$ cat src/rtl/sod_pkg.sv
// Shared types and constants for the Strahler order and drop accumulator.
// Used by sod_stat_acc and strahler_order_drop_accumulator_core; no dependencies.
package sod_pkg;

  localparam int ORDER_W = 4;
  localparam int ELEV_W  = 32;
  localparam int SUM_W   = 48;
  localparam int SQ_W    = 63;
  localparam int CNT_W32 = 32;
  localparam int LEN_W   = 48;
  localparam int STEP_W  = 17;

  localparam logic REQ_NEIGHBOR = 1'b0;
  localparam logic REQ_FINISH   = 1'b1;

  localparam logic [STEP_W-1:0]  STEP_ORTHO  = 17'd65536;
  localparam logic [STEP_W-1:0]  STEP_DIAG   = 17'd92682;
  localparam logic [ORDER_W-1:0] ORDER_MAX   = 4'd15;
  localparam logic [SQ_W-1:0]    SQ_MAX      = {SQ_W{1'b1}};
  localparam logic [63:0]        SQ_ROOT_MAX = 64'd3037000499;
  localparam logic [LEN_W-1:0]   LEN_MAX     = {LEN_W{1'b1}};

  typedef struct packed {
    logic                      req_type;
    logic [ORDER_W-1:0]        order_in;
    logic signed [ELEV_W-1:0]  elevation;
    logic                      is_diagonal;
  } item_t;

  typedef struct packed {
    logic [ORDER_W-1:0]        order_out;
    logic signed [ELEV_W-1:0]  elev_out;
    logic signed [SUM_W-1:0]   first_drop_sum;
    logic [SQ_W-1:0]           first_drop_sumsq;
    logic [CNT_W32-1:0]        first_count;
    logic signed [SUM_W-1:0]   higher_drop_sum;
    logic [SQ_W-1:0]           higher_drop_sumsq;
    logic [CNT_W32-1:0]        higher_count;
    logic [LEN_W-1:0]          stream_length;
  } result_t;

endpackage

$ cat src/rtl/strahler_order_drop_accumulator_core.sv
// Top level of the Strahler order and segment-drop accumulator.
// Depends on sod_pkg and sod_stat_acc.
//
// Usage: the item channel (item_valid, item_stall, item) carries one record
// per transfer. A neighbour record (req_type 0) of nonzero order is buffered,
// updates the running order and adds 1 or root 2 to the stream length; it
// produces no result. Records of order zero, and records beyond MAX_INFLOW
// for the current cell, are dropped. A finish record (req_type 1) carries the
// cell elevation and produces one result transfer on the result channel
// (result_valid, result_stall, result). With fewer than two inflows the block
// goes straight to the done step and stalls the item channel there. At a
// junction the sequencer walks the buffered inflows: an inflow that keeps
// the new order is only fetched, one that ends a segment takes three steps
// (drop, square on the shared multiplier, accumulate), and then the result
// register is loaded. The result register holds its value while
// result_stall is high; neighbour records keep being taken meanwhile, but a
// finish that ends its walk waits until the previous result has been taken.
// Reset clears the cell state, all sums, counts and the stream length, and
// empties the result register; the inflow buffer is not cleared.
module strahler_order_drop_accumulator_core import sod_pkg::*; #(
  parameter int MAX_INFLOW = 8,
  parameter int ELEV_BITS  = 32
) (
  input  logic    clk,
  input  logic    rst,
  input  logic    item_valid,
  output logic    item_stall,
  input  item_t   item,
  output logic    result_valid,
  input  logic    result_stall,
  output result_t result
);

  localparam int CNT_W  = $clog2(MAX_INFLOW + 1);
  localparam int IDX_W  = (MAX_INFLOW > 1) ? $clog2(MAX_INFLOW) : 1;
  localparam int DROP_W = ELEV_BITS + 1;

  localparam logic [2:0] S_IDLE   = 3'd0;
  localparam logic [2:0] S_FETCH  = 3'd1;
  localparam logic [2:0] S_SQUARE = 3'd2;
  localparam logic [2:0] S_ACCUM  = 3'd3;
  localparam logic [2:0] S_DONE   = 3'd4;

  logic [2:0] state;

  // Inflow buffer: order and stream-start elevation of each accepted inflow.
  logic [ORDER_W-1:0]          buf_order [MAX_INFLOW];
  logic signed [ELEV_BITS-1:0] buf_elev  [MAX_INFLOW];

  logic [CNT_W-1:0]   inflow_count;
  logic [ORDER_W-1:0] running_order;
  logic [ORDER_W-1:0] running_max;
  logic [LEN_W-1:0]   length;

  // Walk registers.
  logic [IDX_W-1:0]            k;
  logic signed [ELEV_BITS-1:0] cell_elev;
  logic signed [ELEV_BITS-1:0] eout;
  logic [ORDER_W-1:0]          oout;
  logic signed [DROP_W-1:0]    drop;
  logic [DROP_W-1:0]           mag;
  logic                        first_sel;
  logic [SQ_W-1:0]             sq;

  logic signed [SUM_W-1:0] first_sum, higher_sum;
  logic [SQ_W-1:0]         first_sumsq, higher_sumsq;
  logic [CNT_W32-1:0]      first_cnt, higher_cnt;

  logic                        item_fire;
  logic                        take_neighbor;
  logic                        take_finish;
  logic signed [ELEV_BITS-1:0] item_elev;
  logic [STEP_W-1:0]           step;
  logic [LEN_W:0]              length_wide;
  logic [ORDER_W-1:0]          k_order;
  logic signed [ELEV_BITS-1:0] k_elev;
  logic signed [DROP_W-1:0]    drop_next;
  logic                        last_entry;
  logic [2*ELEV_BITS-1:0]      product;
  logic                        result_free;

  assign item_stall    = (state != S_IDLE);
  assign item_fire     = item_valid && !item_stall;
  assign take_neighbor = item_fire && (item.req_type == REQ_NEIGHBOR) &&
                         (item.order_in != '0) && (inflow_count < CNT_W'(MAX_INFLOW));
  assign take_finish   = item_fire && (item.req_type == REQ_FINISH);
  assign item_elev     = item.elevation[ELEV_BITS-1:0];
  assign step          = item.is_diagonal ? STEP_DIAG : STEP_ORTHO;
  assign length_wide   = {1'b0, length} + (LEN_W+1)'(step);

  assign k_order    = buf_order[k];
  assign k_elev     = buf_elev[k];
  assign drop_next  = DROP_W'(k_elev) - DROP_W'(cell_elev);
  assign last_entry = (CNT_W'(k) + CNT_W'(1)) == inflow_count;
  assign product    = mag[ELEV_BITS-1:0] * mag[ELEV_BITS-1:0];
  assign result_free = !result_valid || !result_stall;

  // Buffer write; entries at or above inflow_count are never read.
  always_ff @(posedge clk) begin
    if (take_neighbor) begin
      buf_order[inflow_count[IDX_W-1:0]] <= item.order_in;
      buf_elev[inflow_count[IDX_W-1:0]]  <= item_elev;
    end
  end

  // Sequencer and cell state.
  always_ff @(posedge clk) begin
    if (rst) begin
      state         <= S_IDLE;
      inflow_count  <= '0;
      running_order <= ORDER_W'(1);
      running_max   <= '0;
      length        <= '0;
      k             <= '0;
    end else begin
      case (state)
        S_IDLE: begin
          if (take_neighbor) begin
            inflow_count <= inflow_count + CNT_W'(1);
            if (item.order_in > running_max) begin
              running_max   <= item.order_in;
              running_order <= item.order_in;
            end else if (item.order_in == running_max) begin
              running_order <= (running_max < ORDER_MAX) ? running_max + ORDER_W'(1)
                                                         : ORDER_MAX;
            end
            length <= length_wide[LEN_W] ? LEN_MAX : length_wide[LEN_W-1:0];
          end else if (take_finish) begin
            k     <= '0;
            state <= (inflow_count >= CNT_W'(2)) ? S_FETCH : S_DONE;
          end
        end
        S_FETCH: begin
          if (k_order < oout) begin
            state <= S_SQUARE;
          end else if (last_entry) begin
            state <= S_DONE;
          end else begin
            k <= k + IDX_W'(1);
          end
        end
        S_SQUARE: begin
          state <= S_ACCUM;
        end
        S_ACCUM: begin
          if (last_entry) begin
            state <= S_DONE;
          end else begin
            k     <= k + IDX_W'(1);
            state <= S_FETCH;
          end
        end
        S_DONE: begin
          if (result_free) begin
            inflow_count  <= '0;
            running_order <= ORDER_W'(1);
            running_max   <= '0;
            state         <= S_IDLE;
          end
        end
        default: begin
          state <= S_IDLE;
        end
      endcase
    end
  end

  // Walk datapath. The downstream elevation starts as the cell elevation, or
  // the single inflow's, and the last inflow that keeps the order overrides it.
  always_ff @(posedge clk) begin
    if (take_finish) begin
      cell_elev <= item_elev;
      oout      <= running_order;
      eout      <= (inflow_count == CNT_W'(1)) ? buf_elev[0] : item_elev;
    end
    if (state == S_FETCH) begin
      if (k_order < oout) begin
        drop      <= drop_next;
        mag       <= drop_next[DROP_W-1] ? DROP_W'(-drop_next) : DROP_W'(drop_next);
        first_sel <= (k_order == ORDER_W'(1));
      end else begin
        eout <= k_elev;
      end
    end
    if (state == S_SQUARE) begin
      sq <= (64'(mag) > SQ_ROOT_MAX) ? SQ_MAX : SQ_W'(product);
    end
  end

  sod_stat_acc #(.DROP_W(DROP_W)) u_first (
    .clk   (clk),
    .rst   (rst),
    .en    ((state == S_ACCUM) && first_sel),
    .drop  (drop),
    .sq    (sq),
    .sum   (first_sum),
    .sumsq (first_sumsq),
    .count (first_cnt)
  );

  sod_stat_acc #(.DROP_W(DROP_W)) u_higher (
    .clk   (clk),
    .rst   (rst),
    .en    ((state == S_ACCUM) && !first_sel),
    .drop  (drop),
    .sq    (sq),
    .sum   (higher_sum),
    .sumsq (higher_sumsq),
    .count (higher_cnt)
  );

  // Result register: loaded from a snapshot of the statistics at the end of a walk.
  always_ff @(posedge clk) begin
    if (rst) begin
      result_valid <= 1'b0;
    end else if ((state == S_DONE) && result_free) begin
      result_valid <= 1'b1;
    end else if (!result_stall) begin
      result_valid <= 1'b0;
    end
  end

  always_ff @(posedge clk) begin
    if ((state == S_DONE) && result_free) begin
      result.order_out         <= oout;
      result.elev_out          <= ELEV_W'(eout);
      result.first_drop_sum    <= first_sum;
      result.first_drop_sumsq  <= first_sumsq;
      result.first_count       <= first_cnt;
      result.higher_drop_sum   <= higher_sum;
      result.higher_drop_sumsq <= higher_sumsq;
      result.higher_count      <= higher_cnt;
      result.stream_length     <= length;
    end
  end

`ifndef ASSERT_OFF
  a_count_bound: assert property (@(posedge clk) disable iff (rst)
    inflow_count <= CNT_W'(MAX_INFLOW))
    else $error("inflow count above buffer depth");

  a_finish_busy: assert property (@(posedge clk) disable iff (rst)
    take_finish |=> (state != S_IDLE))
    else $error("finish transfer did not start a walk");

  a_walk_index: assert property (@(posedge clk) disable iff (rst)
    (state == S_FETCH) |-> (CNT_W'(k) < inflow_count))
    else $error("walk index beyond buffered inflows");

  a_result_src: assert property (@(posedge clk) disable iff (rst)
    $rose(result_valid) |-> ($past(state) == S_DONE))
    else $error("result raised outside the done step");

  a_order_max: assert property (@(posedge clk) disable iff (rst)
    (inflow_count != '0) |-> ((running_order >= running_max) && (running_order != '0)))
    else $error("running order below running maximum");
`endif

endmodule

$ cat src/rtl/sod_stat_acc.sv
// Saturating drop statistics: running sum, sum of squares and segment count.
// Depends on sod_pkg for the accumulator widths.
module sod_stat_acc import sod_pkg::*; #(
  parameter int DROP_W = 33
) (
  input  logic                     clk,
  input  logic                     rst,
  input  logic                     en,
  input  logic signed [DROP_W-1:0] drop,
  input  logic [SQ_W-1:0]          sq,
  output logic signed [SUM_W-1:0]  sum,
  output logic [SQ_W-1:0]          sumsq,
  output logic [CNT_W32-1:0]       count
);

  logic signed [SUM_W:0] sum_wide;
  logic [SQ_W:0]         sumsq_wide;
  logic signed [SUM_W-1:0] sum_next;
  logic [SQ_W-1:0]       sumsq_next;

  always_comb begin
    sum_wide   = (SUM_W+1)'(sum) + (SUM_W+1)'(drop);
    sumsq_wide = {1'b0, sumsq} + {1'b0, sq};
    // A sign change between the two top bits means the sum left the 48-bit range.
    if (sum_wide[SUM_W] != sum_wide[SUM_W-1]) begin
      sum_next = sum_wide[SUM_W] ? {1'b1, {(SUM_W-1){1'b0}}} : {1'b0, {(SUM_W-1){1'b1}}};
    end else begin
      sum_next = sum_wide[SUM_W-1:0];
    end
    sumsq_next = sumsq_wide[SQ_W] ? SQ_MAX : sumsq_wide[SQ_W-1:0];
  end

  always_ff @(posedge clk) begin
    if (rst) begin
      sum   <= '0;
      sumsq <= '0;
      count <= '0;
    end else if (en) begin
      sum   <= sum_next;
      sumsq <= sumsq_next;
      if (count != {CNT_W32{1'b1}}) begin
        count <= count + CNT_W32'(1);
      end
    end
  end

endmodule
$ cat config.mk
export PLATFORM = sky130hd
export DESIGN_NAME = strahler_order_drop_accumulator_core
export DESIGN_NICKNAME = d
export VERILOG_FILES = /design/src/rtl/sod_pkg.sv /design/src/rtl/strahler_order_drop_accumulator_core.sv /design/src/rtl/sod_stat_acc.sv
export SDC_FILE = /design/constraint.sdc
export NUM_CORES = 2
export LEC_CHECK = 0
export ABC_AREA = 1
export BUFFER_PORTS_ARGS = -buffer_cell sky130_fd_sc_hd__buf_2
export CAP_MARGIN = 20
export CORE_AREA = 5 5 526 528
export DETAILED_ROUTE_END_ITERATION = 10
export DIE_AREA = 0 0 531 533
export GPL_TIMING_DRIVEN = 0
export PLACE_DENSITY = 0.57
export SYNTH_ARGS = -nofsm -noshare
export SYNTH_HDL_FRONTEND = slang
export SYNTH_SLANG_ARGS = --single-unit
export TNS_END_PERCENT = 50
$ cat constraint.sdc
create_clock -name clk -period 45.7 [get_ports clk]
set_input_delay 4.57 -clock clk [delete_from_list [all_inputs] [get_ports clk]]
set_output_delay 4.57 -clock clk [all_outputs]
set_load 0.02 [all_outputs]
==> results list <==
- Final weighted congestion in routability-driven placement: 1.01
- The worst pin sits at a relative slew slack of between 10% and 20%.
- The filler cells instantiated in the layout total 28100.
- Per report_power, the combinational group accounts for between 20% and 30% of the total.
- Setup repair after global routing left no endpoint under its margin.
- Cell at the root of the clock tree: clkbuf_16
- The path class of the tightest hold or removal check is flip-flop to flip-flop.
* Placement Rows: 192
- Warnings, synthesis: 0
- Required time at the endpoint of the critical path: approximately 46 ns
- Number of I/O port buffers: about 410
- Chip width: 531 um
- Via Count: 78500
- Via density per instance: 5.03
- Share of power burned in registers: roughly two fifths
- Final ANT Viol Nets: 0
- CTS Buf Count: 130
- Bufs and invs on worst path: 5
- IO Count: 414
* Endpoints failing setup: 0
- Clock Sinks: 1211
* Slowest cell delay on critical path: 0.96 ns
* WHS: 0.430 ns
- Via count of the first global-routing pass: 76900
- Clock-pin slew was measured on the worst setup and hold paths at roughly 0.060 ns.
* Peak VDD IR: 0.0402 mV
- The core region is 272000 um^2.
- Starting Density: 34.8%
* Post-synth EDFFs: around 800
- Post-synthesis to final-layout area growth: 12.4%
- Element type at the critical path end: flip-flop
- Number of standard cells after synthesis: 11300
* Internal: 2.11 mW
- Global-route wire length before repair: a little under 500000 um
* Final min period: between 9 and 10 ns
* Multi-input gate area in the final layout: roughly 53000 um^2
- Worst-case clock buffer depth: 3
- H-tree level count: 4
- Share of total power consumed by net switching: 32.8%
- Count of placed standard cells including taps: between 15000 and 20000
- Worst Clk Skew: 0.0565 ns
- Most frequently used flop master after synthesis: edfxtp_1
* Overall power consumption: about 3.1 mW
* Number of distinct standard cells referenced by the synthesized netlist: 63
- Post-CTS setup buffers: 0
- Once the clock tree was built, the resizer swapped 0 gates to a different size.
* Global route total overflow: 0
- Summed over all failing endpoints, the final setup total negative slack is 0 ns.
* Total power divided by cell area: 29.5 nW/um^2
- Sequential Area: 32500 um^2
* Die outline area: 283000 um^2
- Crit path launch type: flip-flop
- In the synthesized netlist the async set-or-reset flop fraction comes to 0%.
- The number of hold violations in the final report came to 0.
- Total track usage: 23.5%
- The analysis attributes to cell leakage a power of 49.5 nW.
- Worst-skew pair later-pin latency: 0.82 ns
- Estimated wirelength of the detail-placed design: 281000 um
* Nets: 13300
* Total count of max-transition violations in the final report: 0
* Post-synthesis area per instance: 8.37 um^2
- Largest net degree at the start of global routing: 38
* Highest Clock Rate: 104 MHz
* Chip height: 533 um
* Worst setup path class: flip-flop to flip-flop
- STA puts the critical path data arrival time at 10.11 ns.
- Status: finished, final reports clean
- TritonCTS built the clock tree.
- The tool flagged a number of max-cap violations equal to 0.
* Post-layout instance count excluding filler cells: 15600
- Cts-stage hold buffer count: 0
- Most Frequent Cell on Critical Path: fa_1
* Mapped Nets: roughly 13000
- Share of post-route cells with drive strength above 1: 7.40%
* Wirelength per Cell: about 22 um
- Gate family responsible for the most delay along the worst path: adder cells
* Clk pwr share: 35.1%
- Residual DRC: 0
* Number of antenna violations at the first check in global routing: 28
- Worst-path maximum fanout: 10
- The cell area that synthesis handed to floorplanning was 94500 um^2.
- The synthesized design contains between 1000 and 1500 register bits.
- Least-Margin Pin Slew: 1.32 ns
- In this run the power spent charging and discharging nets is 1.03 mW.
- The slowest stage of the critical path is the clkbuf_1 cell.
- TritonRoute pass-1 iters: 7
- DRC violation total after the first TritonRoute iteration: roughly 6700
- Of the available clock period, the critical path in the final layout requires 21.0%.
* Final WL: 339000 um
- Sequential cells were found to cover about 34% of the synthesized design area.
[worst reg2reg max path: stages, from the launching register on]
cell      delay (ns)
edfxtp_1        0.71
clkbuf_1        0.90
clkbuf_1        0.97
nand2_1         0.29
fa_1            0.58
fa_1            0.53
inv_1           0.05
fa_1            0.51
inv_1           0.06
fa_1            0.53
inv_1           0.05
fa_1            0.48
fa_1            0.56
fa_1            0.44
fa_1            0.56
ha_1            0.41
a21oi_1         0.31
o21ai_0         0.19
a21oi_1         0.18
o21ai_0         0.13
nand2_1         0.08
nand3_1         0.22
nand2_1         0.20
nand3_1         0.11
a21oi_1         0.13
o21ai_0         0.11
[power by group through the flow]
stage                     combinational, mW  sequential (mW)  clock (mW)
final                                 0.792             1.25        1.10
after global routing                  0.884             1.25        1.17
after CTS                             0.787             1.25        1.13
after detailed placement              0.782             1.27           0
after global placement                0.775             1.30           0
after floorplan                       0.475             1.31           0
[path summary, 6_finish.rpt]
path	slack, ns	startpoint	cells past startpoint	endpoint
setup / recovery	36.12	mag[3]	25	sq[57]
hold / removal	0.43	running_order[2]	0	oout[2]
setup reg to reg	36.12	mag[3]	25	sq[57]
hold reg to reg	0.43	running_order[2]	0	oout[2]
[sequential cells by signal, indices dropped and copies added, names as in the netlist, 32 cells and up, named ones only]
register	flops
result	370
buf_elev	256
sq	63
u_first.sumsq	63
u_higher.sumsq	63
length	48
u_first.sum	48
u_higher.sum	48
drop	33
buf_order	32
cell_elev	32
eout	32
mag	32
u_first.count	32
u_higher.count	32
[synthesized netlist by cell type (all sizes together), types with 3 or more instances]
cell type | number | share of area (%)
a211oi | 10 | 0.079
xnor2 | 98 | 0.92
or2 | 42 | 0.28
ha | 566 | 7.5
buf | 88 | 0.54
nor3b | 6 | 0.048
nand3 | 357 | 1.9
and2 | 10 | 0.066
o21bai | 75 | 0.60
xor2 | 161 | 1.5
nor4 | 40 | 0.29
nor2 | 1160 | 4.7
o311ai | 3 | 0.028
o21a | 39 | 0.31
fa | 799 | 17
clkinv | 4 | 0.016
o21ai | 742 | 3.9
nand4 | 83 | 0.56
inv | 2179 | 8.7
a21o | 52 | 0.41
nand3b | 17 | 0.13
nand2 | 2266 | 9.1
dfxtp | 388 | 8.2
o211ai | 14 | 0.11
o31ai | 9 | 0.071
o22ai | 35 | 0.23
a21oi | 686 | 3.8
clkbuf | 212 | 0.84
nor3 | 122 | 0.67
and3 | 15 | 0.099
a31o | 7 | 0.065
o2111ai | 3 | 0.028
edfxtp | 823 | 26
a21boi | 20 | 0.16
a31oi | 159 | 1.1
[kinds of logic (layout without fill, tap and decap cells)]
| group | count (synthesis) | count (layout) | share of synthesized area (%) |
|---|---|---|---|
| XOR/XNOR | 259 | 259 | 2.42 |
| AND/OR/NAND/NOR | 4121 | 4121 | 17.9 |
| adder cells (fa/ha/maj) | 1365 | 1365 | 24.4 |
| other | 0 | 19 | 0 |
| AO/OA/AOI/OAI | 1859 | 1859 | 10.9 |
| flip-flops | 1211 | 1211 | 34.4 |
| buffers and inverters | 2483 | 3172 | 10.1 |
[cell type report]
cell class                      count  area share, %
Inverter                         2183           7.71
Timing Repair Buffer              450           2.55
Multi-Input combinational cell   7604           49.5
Tap cell                         3589           4.23
Antenna cell                       19         0.0447
Sequential cell                  1211           30.6
Clock inverter                     63          0.770
Buffer                            300           1.23
Clock buffer                      176           3.40
[through the flow]
stage	worst slack (ns)	instance area, um^2	util (%)
3_5_place_dp	36.23	102000	37.4
3_3_place_gp	13.17	101000	37.2
4_1_cts	36.21	106000	39.1
2_1_floorplan	23.19	94500	-
5_1_grt	35.81	106000	39.1
6_report	36.12	106000	39.1
[placed cells by master, fill, tap and decap left out, types with 97 or more instances in the layout]
master	count
a21oi_1	656
xnor2_1	97
clkbuf_16	132
clkbuf_1	238
fa_1	799
a31oi_1	159
nand2_1	2242
ha_1	566
dfxtp_1	388
nand3_1	350
o21ai_0	733
nor3_1	114
edfxtp_1	823
buf_2	453
nor2_1	1132
xor2_1	159
inv_1	2164
[layer usage]
| layer | track usage, % | up-vias | wire length [um] |
|---|---|---|---|
| met5 | 0 | - | 114 |
| met4 | 8.81 | 16 | 15600 |
| met3 | 4.18 | 589 | 26300 |
| met2 | 37.6 | 2925 | 152000 |
| met1 | 31.7 | 37600 | 145000 |
| li1 | - | 37300 | - |
No activity file was read; power rests on OpenSTA's default activity.
